## config.mk

```make
export PLATFORM = sky130hd
export DESIGN_NAME = length_prefixed_chunk_framer
export DESIGN_NICKNAME = d
export VERILOG_FILES = /design/src/rtl/core/lpcf_pkg.sv /design/src/rtl/core/lpcf_front.sv /design/src/rtl/core/lpcf_queue.sv /design/src/rtl/core/lpcf_back.sv /design/src/rtl/core/length_prefixed_chunk_framer.sv
export SDC_FILE = /design/constraint.sdc
export NUM_CORES = 1
export LEC_CHECK = 0
export BUFFER_PORTS_ARGS = -buffer_cell sky130_fd_sc_hd__buf_2
export CAP_MARGIN = 40
export CELL_PAD_IN_SITES_DETAIL_PLACEMENT = 0
export CELL_PAD_IN_SITES_GLOBAL_PLACEMENT = 1
export CORE_MARGIN = 5
export CORE_UTILIZATION = 25
export CTS_CLUSTER_DIAMETER = 120
export DETAILED_ROUTE_END_ITERATION = 8
export MAX_ROUTING_LAYER = met4
export PLACE_DENSITY = 0.57
export SLEW_MARGIN = 10
export SYNTH_ARGS = -nofsm -noshare
export SYNTH_HDL_FRONTEND = slang
export SYNTH_SLANG_ARGS = --single-unit
```

## constraint.sdc

```tcl
create_clock -name clk -period 20.5 [get_ports clk]
set_clock_uncertainty 0.15 [all_clocks]
set_input_delay 2.05 -clock clk [delete_from_list [all_inputs] [get_ports clk]]
set_output_delay 2.05 -clock clk [all_outputs]
set_load 0.05 [all_outputs]
```

## src/rtl/core/lpcf_pkg.sv

```systemverilog
package lpcf_pkg;

  localparam int unsigned CapWidth = 18;
  localparam int unsigned WrWidth = 31;

  localparam logic [CapWidth-1:0] CAP_RESET = 18'd131080;
  localparam logic [CapWidth-1:0] CAP_MIN = 18'd12;

  localparam logic [1:0] CMD_DATA = 2'd0;
  localparam logic [1:0] CMD_FLUSH = 2'd1;
  localparam logic [1:0] CMD_CLOSE = 2'd2;

  localparam logic [7:0] MARK_FF = 8'hFF;
  localparam logic [7:0] MARK_FE = 8'hFE;

  localparam int unsigned QDepth = 4;
  localparam int unsigned QAw = $clog2(QDepth);
  localparam int unsigned QCw = QAw + 1;

  typedef struct packed {
    logic                m1;
    logic                hdr;
    logic [CapWidth-1:0] len;
    logic                dat;
    logic [7:0]          data;
    logic                cls;
  } job_t;

endpackage

```

## src/rtl/core/lpcf_front.sv

```systemverilog
module lpcf_front (
  input  logic                          clk,
  input  logic                          rst,
  input  logic                          chunk_capacity_we,
  input  logic [lpcf_pkg::CapWidth-1:0] chunk_capacity,
  input  logic                          in_valid,
  output logic                          in_ready,
  input  logic [1:0]                    command,
  input  logic [7:0]                    data_byte,
  input  logic [lpcf_pkg::WrWidth-1:0]  write_remaining,
  input  logic                          q_full,
  output logic                          q_push,
  output lpcf_pkg::job_t                q_job
);
  import lpcf_pkg::*;

  logic [CapWidth-1:0] cap;
  logic                chunk_open, chunk_open_next;
  logic                stream_closed, stream_closed_next;
  logic [CapWidth-1:0] chunk_room, chunk_room_next;
  logic [CapWidth-1:0] segment_left, segment_left_next;

  logic                accept;
  logic                emit;
  logic [CapWidth-1:0] eff_cap;
  logic                reopen;
  logic [CapWidth-1:0] room_eff;
  logic [CapWidth-1:0] avail;
  logic [WrWidth-1:0]  wr_eff;
  logic [CapWidth-1:0] seg_len;
  job_t                job;

  assign in_ready = !q_full;
  assign accept   = in_valid && in_ready;
  assign eff_cap  = (cap < CAP_MIN) ? CAP_MIN : cap;
  assign reopen   = !chunk_open || (chunk_room <= 18'd8);
  assign room_eff = reopen ? eff_cap : chunk_room;
  assign avail    = room_eff - 18'd8;
  assign wr_eff   = (write_remaining == '0) ? WrWidth'(1) : write_remaining;
  assign seg_len  = ({{(WrWidth-CapWidth){1'b0}}, avail} > wr_eff) ?
                    wr_eff[CapWidth-1:0] : avail;

  always_comb begin
    chunk_open_next    = chunk_open;
    stream_closed_next = stream_closed;
    chunk_room_next    = chunk_room;
    segment_left_next  = segment_left;
    job                = '0;
    job.data           = data_byte;
    emit               = 1'b0;
    if (!stream_closed) begin
      case (command)
        CMD_DATA: begin
          emit    = 1'b1;
          job.dat = 1'b1;
          if (segment_left == '0) begin
            job.m1            = chunk_open && (chunk_room <= 18'd8);
            job.hdr           = 1'b1;
            job.len           = seg_len;
            chunk_open_next   = 1'b1;
            chunk_room_next   = room_eff - 18'd4 - seg_len;
            segment_left_next = seg_len - 18'd1;
          end else begin
            segment_left_next = segment_left - 18'd1;
          end
        end
        CMD_FLUSH: begin
          emit              = chunk_open;
          job.m1            = chunk_open;
          chunk_open_next   = 1'b1;
          chunk_room_next   = eff_cap;
          segment_left_next = '0;
        end
        CMD_CLOSE: begin
          if (chunk_open) begin
            emit               = 1'b1;
            job.m1             = chunk_room < 18'd4;
            job.cls            = 1'b1;
            chunk_open_next    = 1'b0;
            stream_closed_next = 1'b1;
            segment_left_next  = '0;
          end
        end
        default: begin
        end
      endcase
    end
  end

  assign q_push = accept && emit;
  assign q_job  = job;

  always_ff @(posedge clk) begin
    if (rst) begin
      cap           <= CAP_RESET;
      chunk_open    <= 1'b0;
      stream_closed <= 1'b0;
      chunk_room    <= CAP_RESET;
      segment_left  <= '0;
    end else begin
      if (chunk_capacity_we) begin
        cap <= chunk_capacity;
      end
      if (accept) begin
        chunk_open    <= chunk_open_next;
        stream_closed <= stream_closed_next;
        chunk_room    <= chunk_room_next;
        segment_left  <= segment_left_next;
      end
    end
  end

endmodule

```

## src/rtl/core/lpcf_queue.sv

```systemverilog
module lpcf_queue (
  input  logic           clk,
  input  logic           rst,
  input  logic           push,
  input  lpcf_pkg::job_t push_job,
  output logic           full,
  output logic           head_valid,
  output lpcf_pkg::job_t head_job,
  input  logic           pop
);
  import lpcf_pkg::*;

  job_t           mem [QDepth];
  logic [QAw-1:0] wr_ptr;
  logic [QAw-1:0] rd_ptr;
  logic [QCw-1:0] count;

  assign full       = (count == QCw'(QDepth));
  assign head_valid = (count != '0);
  assign head_job   = mem[rd_ptr];

  always_ff @(posedge clk) begin
    if (push) begin
      mem[wr_ptr] <= push_job;
    end
  end

  always_ff @(posedge clk) begin
    if (rst) begin
      wr_ptr <= '0;
      rd_ptr <= '0;
      count  <= '0;
    end else begin
      if (push) begin
        wr_ptr <= wr_ptr + QAw'(1);
      end
      if (pop) begin
        rd_ptr <= rd_ptr + QAw'(1);
      end
      if (push && !pop) begin
        count <= count + QCw'(1);
      end else if (pop && !push) begin
        count <= count - QCw'(1);
      end
    end
  end

  a_count_range: assert property (@(posedge clk) disable iff (rst)
    count <= QCw'(QDepth))
    else $error("queue count out of range");

  a_no_pop_empty: assert property (@(posedge clk) disable iff (rst)
    pop |-> head_valid)
    else $error("pop from empty queue");

  a_no_push_full: assert property (@(posedge clk) disable iff (rst)
    (push && full) |-> pop)
    else $error("push into full queue");

endmodule

```

## src/rtl/core/lpcf_back.sv

```systemverilog
module lpcf_back (
  input  logic           clk,
  input  logic           rst,
  input  logic           head_valid,
  input  lpcf_pkg::job_t head_job,
  output logic           pop,
  output logic           out_valid,
  input  logic           out_ready,
  output logic [7:0]     out_byte,
  output logic           last
);
  import lpcf_pkg::*;

  // pending sections: [4] marker, [3] header, [2] data, [1] end mark, [0] marker
  logic [4:0]          pend;
  logic [4:0]          cur;
  logic [4:0]          pend_after;
  logic [1:0]          cnt;
  logic [CapWidth-1:0] len;
  logic [7:0]          data;
  logic [31:0]         len_word;
  logic                sec_done;
  logic                take;
  logic                load;

  always_comb begin
    cur = '0;
    if (pend[4]) begin
      cur[4] = 1'b1;
    end else if (pend[3]) begin
      cur[3] = 1'b1;
    end else if (pend[2]) begin
      cur[2] = 1'b1;
    end else if (pend[1]) begin
      cur[1] = 1'b1;
    end else if (pend[0]) begin
      cur[0] = 1'b1;
    end
  end

  assign len_word   = {{(32-CapWidth){1'b0}}, len};
  assign out_valid  = (pend != '0);
  assign sec_done   = cur[2] || (cnt == 2'd3);
  assign pend_after = pend & ~cur;
  assign last       = out_valid && sec_done && (pend_after == '0);
  assign take       = out_valid && out_ready;
  assign load       = head_valid && (!out_valid || (take && last));
  assign pop        = load;

  always_comb begin
    out_byte = MARK_FF;
    if (cur[3]) begin
      case (cnt)
        2'd0:    out_byte = len_word[31:24];
        2'd1:    out_byte = len_word[23:16];
        2'd2:    out_byte = len_word[15:8];
        default: out_byte = len_word[7:0];
      endcase
    end else if (cur[2]) begin
      out_byte = data;
    end else if (cur[4] || cur[0]) begin
      out_byte = (cnt == 2'd3) ? MARK_FE : MARK_FF;
    end
  end

  always_ff @(posedge clk) begin
    if (rst) begin
      pend <= '0;
      cnt  <= '0;
    end else if (load) begin
      pend <= {head_job.m1, head_job.hdr, head_job.dat, head_job.cls, head_job.cls};
      cnt  <= '0;
    end else if (take) begin
      if (sec_done) begin
        pend <= pend_after;
        cnt  <= '0;
      end else begin
        cnt <= cnt + 2'd1;
      end
    end
  end

  always_ff @(posedge clk) begin
    if (load) begin
      len  <= head_job.len;
      data <= head_job.data;
    end
  end

  a_data_single: assert property (@(posedge clk) disable iff (rst)
    cur[2] |-> (cnt == 2'd0))
    else $error("data section with nonzero byte index");

endmodule

```

## src/rtl/core/length_prefixed_chunk_framer.sv

```systemverilog
// a request is stored in the queue, then loaded into the serializer, before its first byte is out
// throughput: one request per cycle with out_ready high and at most one byte per request
// a request yielding n bytes holds the output until all n are out; a 4-entry queue absorbs bursts
// the output serializer (one byte per cycle while out_ready is high) sets the sustained rate
// reset: synchronous, clears chunk and close state, queue and serializer; capacity 131080
module length_prefixed_chunk_framer (
  input  logic                          clk,
  input  logic                          rst,
  input  logic                          chunk_capacity_we,
  input  logic [lpcf_pkg::CapWidth-1:0] chunk_capacity,
  input  logic                          in_valid,
  output logic                          in_ready,
  input  logic [1:0]                    command,
  input  logic [7:0]                    data_byte,
  input  logic [lpcf_pkg::WrWidth-1:0]  write_remaining,
  output logic                          out_valid,
  input  logic                          out_ready,
  output logic [7:0]                    out_byte,
  output logic                          last
);
  import lpcf_pkg::*;

  logic q_full;
  logic q_push;
  job_t q_job;
  logic head_valid;
  job_t head_job;
  logic q_pop;

  lpcf_front u_front (
    .clk               (clk),
    .rst               (rst),
    .chunk_capacity_we (chunk_capacity_we),
    .chunk_capacity    (chunk_capacity),
    .in_valid          (in_valid),
    .in_ready          (in_ready),
    .command           (command),
    .data_byte         (data_byte),
    .write_remaining   (write_remaining),
    .q_full            (q_full),
    .q_push            (q_push),
    .q_job             (q_job)
  );

  lpcf_queue u_queue (
    .clk        (clk),
    .rst        (rst),
    .push       (q_push),
    .push_job   (q_job),
    .full       (q_full),
    .head_valid (head_valid),
    .head_job   (head_job),
    .pop        (q_pop)
  );

  lpcf_back u_back (
    .clk        (clk),
    .rst        (rst),
    .head_valid (head_valid),
    .head_job   (head_job),
    .pop        (q_pop),
    .out_valid  (out_valid),
    .out_ready  (out_ready),
    .out_byte   (out_byte),
    .last       (last)
  );

endmodule

```

==> flow_metrics.py <==
metrics = {
    "synth": {
        "synth_edf_count": 146,
        "async_reset_ff_share_pct": 0,
        "yosys_register_bits": 218,
        "synthCells": 1084,
        "synthesis.nets": 1212,
        "synth_cell_types": 91,
        "synth_top_area_share_pct": 36.7,
        "syn_area_per_cell_um2": 11.0,
        "synth_top_area_cell": "edfxtp_1",
        "synth_ff_type": "edfxtp_1",
        "synth_area_um2": 12000,
        "ys_seq_area_share_pct": 48.7,
        "synth-warning-count": 0,
        "synth_area_leaders": "edfxtp_1, dfxtp_1, ha_1",
    },
    "global_routing": {
        "track_usage_pct": 13.0,
        "grt_pass1_wl_mm": 52.6,
        "top_usage_layer": "met2",
        "globalRouteOverflowTotal": 0,
        "met3_usage_pct": 2.00,
        "grt_max_degree": 57,
        "use_met1_pct": 17.3,
        "antenna_found_initial": 0,
        "grt_pass1_vias": 8829,
        "use_met2_pct": 21.3,
    },
    "layout": {
        "fin_nets": 1283,
        "syn2layout_area_growth_pct": 15.7,
        "drive_gt1_share_pct": 16.6,
        "diodes": 0,
        "finalInstanceArea_um2": 13800,
        "mostFrequentLayoutCell": "edfxtp_1",
        "final_cell_mix": "edfxtp_1, nor2_1, inv_1",
    },
    "min_path": {
        "hold_depth": 2,
        "holdCritPathClass": "reg -> reg",
    },
    "setup_path": {
        "critPathLaunchType": "flop",
        "critPathCaptureType": "flop",
        "reg2reg_depth": 33,
        "arrival_ps": 9210,
        "slowest_stage": "o21ai_4",
        "cpPeakStageDelay_ps": 610,
        "critPathKind": "reg -> reg",
        "critPathMaxFanout": 23,
        "path_common_cell": "ha_1",
        "worstPathRequired_ps": 20760,
    },
    "placement": {
        "numPortBuffers": 74,
        "gp_congestion": 0.831,
        "dpl.hpwl_mm": 24.8,
        "dpl_cell_area_um2": 13100,
    },
    "timing": {
        "min_period_ps": 8950,
        "fmax_mhz": 112,
        "rsz0062_at_grt": "no",
        "setup_violations": 0,
        "hold_viol_final": 0,
        "slew_viol_final": 0,
        "fin_tns_setup_ps": 0,
        "maxSlewHeadroom_pct": 44.3,
        "whs_ps": 335,
        "fin_crit_sh_pct": 43.6,
        "worst_slew_pin_slew_ps": 827,
    },
    "floorplanning": {
        "num_io_pins": 75,
        "die_x_um": 229,
        "fp.dieArea_um2": 52300,
        "rows": 80,
        "dieHeight_um": 229,
        "core_area_um2": 47500,
        "start_util_pct": 25.1,
    },
    "clocking": {
        "ctsResizeCount": 0,
        "clockBufferDepth": 3,
        "cts.clk_slew.worst_paths_ps": 60,
        "cts-htree-levels": 1,
        "cts.sinks": 218,
        "cts_buffers": 24,
        "root_buffer": "clkbuf_16",
        "cts_hold_buffers": 0,
        "insertion_delay_ps": 550,
        "post_cts_buffers": 0,
        "cts_tree": "yes",
    },
    "job": {
        "maxCapViolCount": 0,
    },
    "routing": {
        "num_vias": 8711,
        "dr.pass1.iters": 5,
        "ant_nets": 0,
        "viasPerCell": 4.87,
        "drt_wl_total_mm": 34.0,
        "drt_iter0_drc": 557,
        "wl_per_cell_um": 19.0,
        "route.detailed.drc": 0,
    },
    "pwr": {
        "ir_worst_vdd_uv": 124,
        "p_per_area_nw_per_um2": 152,
        "p_leak_nw": 5.11,
    },
    "run_status": {
        "outcome": "completed",
    },
}
[cell families (layout without fill, tap and decap cells)]
kind of cell / after synthesis / count (layout) / share of synthesized area [%]
and+or+nand+nor: 319 / 319 / 13.3
AOI/OAI and AO/OA: 234 / 234 / 13.8
DFF: 218 / 218 / 48.7
buffers and inverters: 125 / 214 / 4.01
muxes: 90 / 90 / 10.8
adders and majority gates: 64 / 64 / 6.82
xor gates and xnor gates: 34 / 34 / 2.55
[layer usage]
layer | up-vias | share of wire, %
met2 | 192 | 47
met1 | 4286 | 46
met5 | - | 0
met3 | 41 | 4.6
li1 | 4192 | -
met4 | 0 | 1.8
[registers in the layout, summed over array words and instances (netlist names), named ones only]
name / cells
u_front.cap: 18
u_front.chunk_room: 18
u_queue.mem: 120
u_back.data: 8
u_queue.rd_ptr: 2
u_front.segment_left: 18
u_queue.count: 3
u_back.pend: 5
u_front.stream_closed: 1
u_back.len: 18
u_queue.wr_ptr: 2
u_back.cnt: 2
u_front.chunk_open: 1
[worst max-delay path: cells and delay by family (launching register included)]
family / cells / cell delay (ps)
flip-flops: 1 / 370
XOR/XNOR: 2 / 360
buffers and inverters: 2 / 150
AND/OR/NAND/NOR: 7 / 1870
adder cells (fa/ha/maj): 5 / 1450
multiplexers: 2 / 560
AO/OA/AOI/OAI: 15 / 3860
[synth_stat cells (all sizes together) (5+ instances only)]
| cell | count |
|---|---|
| edfxtp | 146 |
| nor2 | 118 |
| inv | 81 |
| a21oi | 75 |
| dfxtp | 72 |
| ha | 62 |
| o21ai | 54 |
| nand2 | 52 |
| mux2i | 50 |
| clkbuf | 35 |
| mux4 | 30 |
| nor3 | 25 |
| xnor2 | 19 |
| nand3 | 18 |
| and2 | 15 |
| nor4 | 15 |
| xor2 | 15 |
| o211ai | 14 |
| or3 | 13 |
| a211oi | 12 |
| and3 | 11 |
| mux2 | 10 |
| nand4 | 10 |
| buf | 9 |
| a21o | 8 |
| nor2b | 8 |
| or4 | 8 |
| nand2b | 7 |
| or2 | 7 |
| a22oi | 5 |
| a31oi | 5 |
| o2111ai | 5 |
[path summary, 6_finish.rpt]
check | slack, ps | from | to
worst min-delay path | 340 | u_front.segment_left[11]$_SDFFE_PP0P_ | u_front.segment_left[11]$_SDFFE_PP0P_
worst min register to register | 340 | u_front.segment_left[11]$_SDFFE_PP0P_ | u_front.segment_left[11]$_SDFFE_PP0P_
worst max register to register | 11550 | u_front.chunk_room[5]$_SDFFE_PP0P_ | u_front.chunk_room[17]$_SDFFE_PP1P_
worst max-delay path | 11550 | u_front.chunk_room[5]$_SDFFE_PP0P_ | u_front.chunk_room[17]$_SDFFE_PP1P_
[area by class of cell]
type / instances / area [um2]
Sequential cell: 218 / 5830
Multi-Input combinational cell: 741 / 5680
Fill cell: 4914 / 33700
Clock buffer: 31 / 627
Clock inverter: 13 / 104
Timing Repair Buffer: 89 / 510
Tap cell: 615 / 769
Inverter: 81 / 304
[where the power goes]
| group | total, W | leakage (nW) | switching (W) | internal, W |
|---|---|---|---|---|
| Clock | 0.000408 | 0.351 | 0.000179 | 0.000229 |
| Sequential | 0.000621 | 1.91 | 0.0000575 | 0.000564 |
| Combinational | 0.00108 | 2.84 | 0.000694 | 0.000382 |
| Total | 0.00211 | 5.11 | 0.000931 | 0.00118 |
[per-stage QoR]
| step | power, W | util, % | cells | worst slack [ps] |
|---|---|---|---|---|
| 6_report | 0.00211 | 29.1 | 1788 | 11550 |
| 2_1_floorplan | 0.00141 | - | 1084 | 12130 |
| 4_1_cts | 0.00213 | 29.1 | 1788 | 11530 |
| 3_5_place_dp | 0.00171 | 27.5 | 1744 | 11560 |
| 5_1_grt | 0.00226 | 29.1 | 1788 | 10680 |
| 3_3_place_gp | 0.00170 | 27.4 | 1741 | 11700 |
No activity file was read; power rests on OpenSTA's default activity.
